`config.mk`:
```
export PLATFORM = sky130hd
export DESIGN_NAME = pvrvp_ctrl
export DESIGN_NICKNAME = d
export VERILOG_FILES = /design/src/hw/rtl/pvrvp_pkg.sv /design/src/hw/rtl/pvrvp_ctrl.sv
export SDC_FILE = /design/constraint.sdc
export NUM_CORES = 1
export LEC_CHECK = 0
export CELL_PAD_IN_SITES_DETAIL_PLACEMENT = 1
export CELL_PAD_IN_SITES_GLOBAL_PLACEMENT = 2
export CORE_AREA = 2 2 39 41
export DETAILED_ROUTE_END_ITERATION = 8
export DIE_AREA = 0 0 41 43
export DONT_BUFFER_PORTS = 1
export GPL_TIMING_DRIVEN = 0
export PLACE_DENSITY_LB_ADDON = 0.1
export SLEW_MARGIN = 20
export SYNTH_ARGS = -nofsm -noshare
export SYNTH_HDL_FRONTEND = slang
export SYNTH_SLANG_ARGS = --single-unit
```
`constraint.sdc`:
```
create_clock -name clock -period 1.8 [get_ports clock]
set_input_delay 0.36 -clock clock [delete_from_list [all_inputs] [get_ports clock]]
set_output_delay 0.36 -clock clock [all_outputs]
set_load 0.03 [all_outputs]
```
`src/hw/rtl/pvrvp_pkg.sv`:
```
// Package for the planar video register and VRAM port core.
// Holds the shared types, port codes, CRTC write masks and a helper function.
// No dependencies.
`timescale 1ns / 1ps
`default_nettype none

package pvrvp_pkg;

   // Video RAM geometry: four 16 KiB planes, one byte lane per plane
   localparam int VRAM_BYTES     = 65536;
   localparam int PLANE_COUNT    = 4;
   localparam int PLANE_BYTES    = VRAM_BYTES / PLANE_COUNT;
   localparam int ROW_AW         = $clog2(PLANE_BYTES);
   localparam int PLANE_SEL_W    = $clog2(PLANE_COUNT);

   // CRTC register file
   localparam int CRTC_REG_COUNT = 32;
   localparam int CRTC_IX_W      = $clog2(CRTC_REG_COUNT);

   // Mode bits that select planar mode when both set
   localparam logic [7:0] PLANAR_BITS = 8'h12;

   // First and last non-timing CRTC registers (cursor and start address)
   localparam logic [CRTC_IX_W-1:0] CRTC_NT_FIRST = 5'd14;
   localparam logic [CRTC_IX_W-1:0] CRTC_NT_LAST  = 5'd16;

   // Values forced on entering planar mode
   localparam logic [7:0] PLANE_MASK_ALL = 8'h0f;

   // Read data of an unmapped io port
   localparam logic [7:0] RDATA_UNMAPPED = 8'hff;

   // Bus function codes
   typedef enum logic [1:0] {
      FUNC_IO_WR  = 2'd0,
      FUNC_IO_RD  = 2'd1,
      FUNC_MEM_WR = 2'd2,
      FUNC_MEM_RD = 2'd3
   } func_type;

   // Io port offsets
   typedef enum logic [3:0] {
      PORT_0          = 4'h0,
      PORT_1          = 4'h1,
      PORT_2          = 4'h2,
      PORT_3          = 4'h3,
      PORT_CRTC_INDEX = 4'h4,
      PORT_CRTC_DATA  = 4'h5,
      PORT_6          = 4'h6,
      PORT_7          = 4'h7,
      PORT_MODE       = 4'h8,
      PORT_COLOUR     = 4'h9,
      PORT_STATUS     = 4'ha,
      PORT_B          = 4'hb,
      PORT_C          = 4'hc,
      PORT_PLANE_MASK = 4'hd,
      PORT_PLANE_SEL  = 4'he,
      PORT_BORDER     = 4'hf
   } port_type;

   // Controller states
   typedef enum logic [1:0] {
      ST_CLEAR = 2'd0,
      ST_IDLE  = 2'd1,
      ST_EXEC  = 2'd2
   } state_type;

   // Controller to datapath commands
   typedef struct packed {
      logic accept;    // capture the request, start the VRAM row read
      logic commit;    // update state, load the result register
      logic clear_we;  // write one zero row of the clearing pass
   } cmd_type;

   // Datapath to controller status
   typedef struct packed {
      logic clear_last; // clearing pass is on its last row
   } status_type;

   // Per-register CRTC write masks
   localparam logic [7:0] CRTC_WMASK [CRTC_REG_COUNT] = '{
      8'hff, 8'hff, 8'hff, 8'hff, 8'h7f, 8'h1f, 8'h7f, 8'h7f,
      8'hf3, 8'h1f, 8'h7f, 8'h1f, 8'h3f, 8'hff, 8'h3f, 8'hff,
      8'hff, 8'hff, 8'h00, 8'h00, 8'h00, 8'h00, 8'h00, 8'h00,
      8'h00, 8'h00, 8'h00, 8'h00, 8'h00, 8'h00, 8'h00, 8'h00
   };

   function automatic logic is_planar(input logic [7:0] mode);
      return (mode & PLANAR_BITS) == PLANAR_BITS;
   endfunction

endpackage

`default_nettype wire

```
`src/hw/rtl/pvrvp_ctrl.sv`:
```
// Controller of the planar video register and VRAM port core.
// Sequences the VRAM clearing pass and the accept-execute item flow; uses pvrvp_pkg.
`timescale 1ns / 1ps
`default_nettype none

module pvrvp_ctrl
   import pvrvp_pkg::*;
(
   input  wire logic       clock,
   input  wire logic       reset,
   input  wire logic       req_valid,
   output logic            req_stall,
   output logic            rsp_valid,
   input  wire logic       rsp_stall,
   input  wire status_type status,
   output cmd_type         cmd
);

   state_type state_ff, state_in;
   logic      rsp_valid_ff, rsp_valid_in;
   logic      out_free;

   // Result register can take a new item
   assign out_free = !rsp_valid_ff || !rsp_stall;

   // Next state
   always_comb begin
      state_in = state_ff;
      unique case (state_ff)
         ST_CLEAR: begin
            if (status.clear_last) state_in = ST_IDLE;
         end
         ST_IDLE: begin
            if (req_valid) state_in = ST_EXEC;
         end
         ST_EXEC: begin
            if (out_free) state_in = ST_IDLE;
         end
         default: state_in = ST_CLEAR;
      endcase
   end

   // Outputs
   always_comb begin
      req_stall    = 1'b1;
      cmd.accept   = 1'b0;
      cmd.commit   = 1'b0;
      cmd.clear_we = 1'b0;
      unique case (state_ff)
         ST_CLEAR: cmd.clear_we = 1'b1;
         ST_IDLE: begin
            req_stall  = 1'b0;
            cmd.accept = req_valid;
         end
         ST_EXEC: cmd.commit = out_free;
         default: ;
      endcase
   end

   // Result valid flag
   always_comb begin
      rsp_valid_in = rsp_valid_ff && rsp_stall;
      if (cmd.commit) rsp_valid_in = 1'b1;
   end

   always_ff @(posedge clock) begin
      if (reset) begin
         state_ff     <= ST_CLEAR;
         rsp_valid_ff <= 1'b0;
      end else begin
         state_ff     <= state_in;
         rsp_valid_ff <= rsp_valid_in;
      end
   end

   assign rsp_valid = rsp_valid_ff;

   // An accepted item is executed in the next cycle
   a_accept_exec: assert property (@(posedge clock) disable iff (reset)
      cmd.accept |=> state_ff == ST_EXEC)
      else $error("accepted item did not reach execute");

   // A committed item is always presented
   a_commit_valid: assert property (@(posedge clock) disable iff (reset)
      cmd.commit |=> rsp_valid_ff)
      else $error("committed item not presented");

   // Clearing pass ends only on its last row
   a_clear_end: assert property (@(posedge clock) disable iff (reset)
      ($past(state_ff) == ST_CLEAR && state_ff == ST_IDLE) |-> $past(status.clear_last))
      else $error("clearing pass left early");

endmodule

`default_nettype wire

```
# [Word-level counts from Yosys, hierarchy flattened]
# Cells that the tools add are included.
[op_classes] eq_ne=5 n_mux=9 n_reduce_logical=6
[ops] op="two-way mux 2 bit" count=3
[ops] op="inequality test 2 bit, second input constant" count=3
[ops] op="one-hot mux 2 bit (3 select lines)" count=1
[ops] op="two-way mux 1 bit" count=5
[ops] op="AND reduction 3 bit" count=1
[ops] op="equality test 2 x 1 -> 1 bit, second input constant" count=1
[ops] op="equality test 2 bit, second input constant" count=1
[ops] op="logical NOT 1 bit" count=2
[ops] op="logical NOT 2 bit" count=1
[ops] op="logical AND 1 bit" count=1
[ops] op="logical OR 1 bit" count=1
[totals] ff_bits=3 output_inout_bits=5

# [Depth between registers and ports, before layout]
[depth] word_depth=4 ltp_mapped=2 ltp_nobuf=2

# [Worst setup path before layout]
# No wires, ideal clock.
[synth_path] path_type="register -> output" start="register state_ff[1]" end="output cmd[1] (netlist name)" n_path_buf=0 path_stages_with_launch=3 arrival_time_ns=1.105 setup_slack_ns=0.335 cell_sequence="dfxtp_1 or2b_1 a21oi_1"
[synth_rtl] item="start, declared" line="pvrvp_ctrl.sv:19" source="state_type state_ff, state_in;"
[synth_rtl] item="start signal, assigned" line="pvrvp_ctrl.sv:71" source="state_ff <= state_in;"
[synth_rtl] item="end, declared" line="pvrvp_ctrl.sv:16" source="output cmd_type cmd"

==> results_dict.tcl <==
set metrics [dict create \
    status "finished clean" \
    netlist_instances 16 \
    first_pass_iters 2 \
    grt_max_degree 9 \
    core-area_mm2 0.00138 \
    power_density_mw_per_mm2 1110 \
    drc 0 \
    cp_max_fo 8 \
    dp_cells 32 \
    synth_top_family_by_area "simple AND/OR/NAND/NOR gates" \
    yosysSeqAreaShare_pct 40.3 \
    cts_buffers 3 \
    num_vias 146 \
    end_kind "output port" \
    synth_fa_ha_area_share_pct 0 \
    grt_pass1_wl_um 696 \
    max_freq_mhz 616 \
    clock_latency_ps 230 \
    cts_tree "done" \
    drt_iter0_markers 1 \
    fin_util_pct 14.4 \
    antenna_found_initial 0 \
    cts_buffer_depth 2 \
    fin_crit_sh_pct 90.2 \
    hold_violations 0 \
    die_w_um 41 \
    leakage_nw 0.0760 \
    synth_compound_area_share_pct 19.3 \
    rows 14 \
    synth_nets 21 \
    startpoint_type "flop" \
    slew_viol_final 0 \
    routed_wl_um 443 \
    syn_avg_cell_area_um2 9.31 \
    final_nets 26 \
    synth_seq_cells 3 \
    netlist.area_leader.share_pct 40.3 \
    fin_skew_ps 0.703 \
    ys_top_cells_by_area "dfxtp_1 40%, a21oi_1 6.7%, and4b_1 6.7%" \
    stdcell_count 36 \
    grt_pass1_vias 173 \
    antennaDiodeCount 0 \
    routedWlPerCell_um 12.3 \
    yosys.area.top_type "dfxtp_1" \
    htree_num_levels 1 \
    setup_ws_ps 176 \
    initial_core_util_pct 10.8 \
    cts_num_sinks 3 \
    preCtsSetupSlack_ps 221 \
    synth_area_um2 149 \
    synth-simple-area-share_pct 40.3 \
    drt.antenna.violating_nets 0 \
    gp_congestion 0.573 \
    finalSetupViolCount 0 \
    cp.arrival_ps 1260 \
    worstMarginPinSlew_ps 543 \
    grt.total_usage_pct 6.61 \
    cts_setup_buffers 0 \
    vias_per_cell 4.06 \
    min_path_type "primary input to flop" \
    synth_mux_area_share_pct 0 \
    drive_above_1_share_pct 25.0 \
    ys_types 12 \
    worstPathRequired_ps 1440 \
    die_h_um 43 \
    drv_cap 0 \
    port_buffers 0 \
    max_slew_margin_pct 63.7 \
    cts-root-buf "clkbuf_4" \
    pin_count 10 \
    tns_ps 0 \
    area_growth_pct 33.6 \
    grt_remaining_overflow 0 \
    yosys_warnings 0 \
    peakVddDrop_mv 0.246 \
    cts.clk_slew.worst_paths_ps 40 \
    criticalPathCategory "flop to output port" \
    die-area_mm2 0.00176 \
    synth_xor_area_share_pct 0 \
    fin_crit_ps 1620 \
    fin_total_pwr_uw 221 \
    rsz0062_at_grt "no" \
]
per-layer routing:
layer | part of all wire [%] | vias to the layer above | track usage, %
met1 | 34 | 72 | 5.11
li1 | - | 67 | -
met4 | 0 | 0 | 8.00
met3 | 14 | 0 | 5.24
met2 | 51 | 7 | 8.75
met5 | 0 | - | 0
metrics by stage:
step                      instance area [um2]  hold slack (ps)
after floorplan                           149              429
after global placement                    169              443
after detailed placement                  169              443
after CTS                                 199              194
after global routing                      199              185
final                                     199              200
cell families (layout without fill, tap and decap cells):
| kind of cell | Yosys count | in the layout |
|---|---|---|
| buffers and inverters | 0 | 4 |
| AOI/OAI and AO/OA | 4 | 4 |
| DFF | 3 | 3 |
| and+or+nand+nor | 9 | 9 |
cells in the mapped netlist:
library cell	count
a21oi_1	2
and3_1	1
and3b_1	1
and4b_1	1
dfxtp_1	3
nand2_1	1
nand2b_1	1
nor2_1	2
o21ba_2	1
o41ai_1	1
or2b_1	1
or4b_1	1
worst max-delay path: stages, from the launching register on:
cell,delay (ps)
dfxtp_1,430
or2b_1,280
a21oi_2,320
power breakdown:
| part | internal (mW) | switching [mW] |
|---|---|---|
| Combinational | 0.00699 | 0.0194 |
| Sequential | 0.0707 | 0.00730 |
| Clock | 0.0830 | 0.0339 |
cells in the final DEF (no fill, tap or decap), drive strengths merged:
master	netlist	routed
a21oi	2	2
and3	1	1
and3b	1	1
and4b	1	1
clkbuf	0	4
dfxtp	3	3
nand2	1	1
nand2b	1	1
nor2	2	2
o21ba	1	1
o41ai	1	1
or2b	1	1
or4b	1	1
cell type report:
cell class	instances	area (um2)
fillers	168	1180
flip-flops and latches	3	60.1
well taps	16	20.0
clock buffers	4	26.3
multi-input cells	13	92.6
sequential cells by signal, indices dropped and copies added (netlist names):
name       flops
rsp_valid      1
state_ff       2
final timing paths:
kind	slack (ps)	cells past startpoint	to	start
worst max-delay path	180	2	cmd[1]	state_ff[1]
worst min-delay path	200	1	rsp_valid	reset
worst max register to register	690	2	state_ff[1]	state_ff[1]
worst min register to register	590	1	state_ff[0]	state_ff[0]
timing repair:
action                     in CTS  in global routing
gates resized for setup         1                  0
setup endpoints to repair       1                  0
hold buffers                    0                  0
Note: power is estimated with default switching activity, not from simulation.
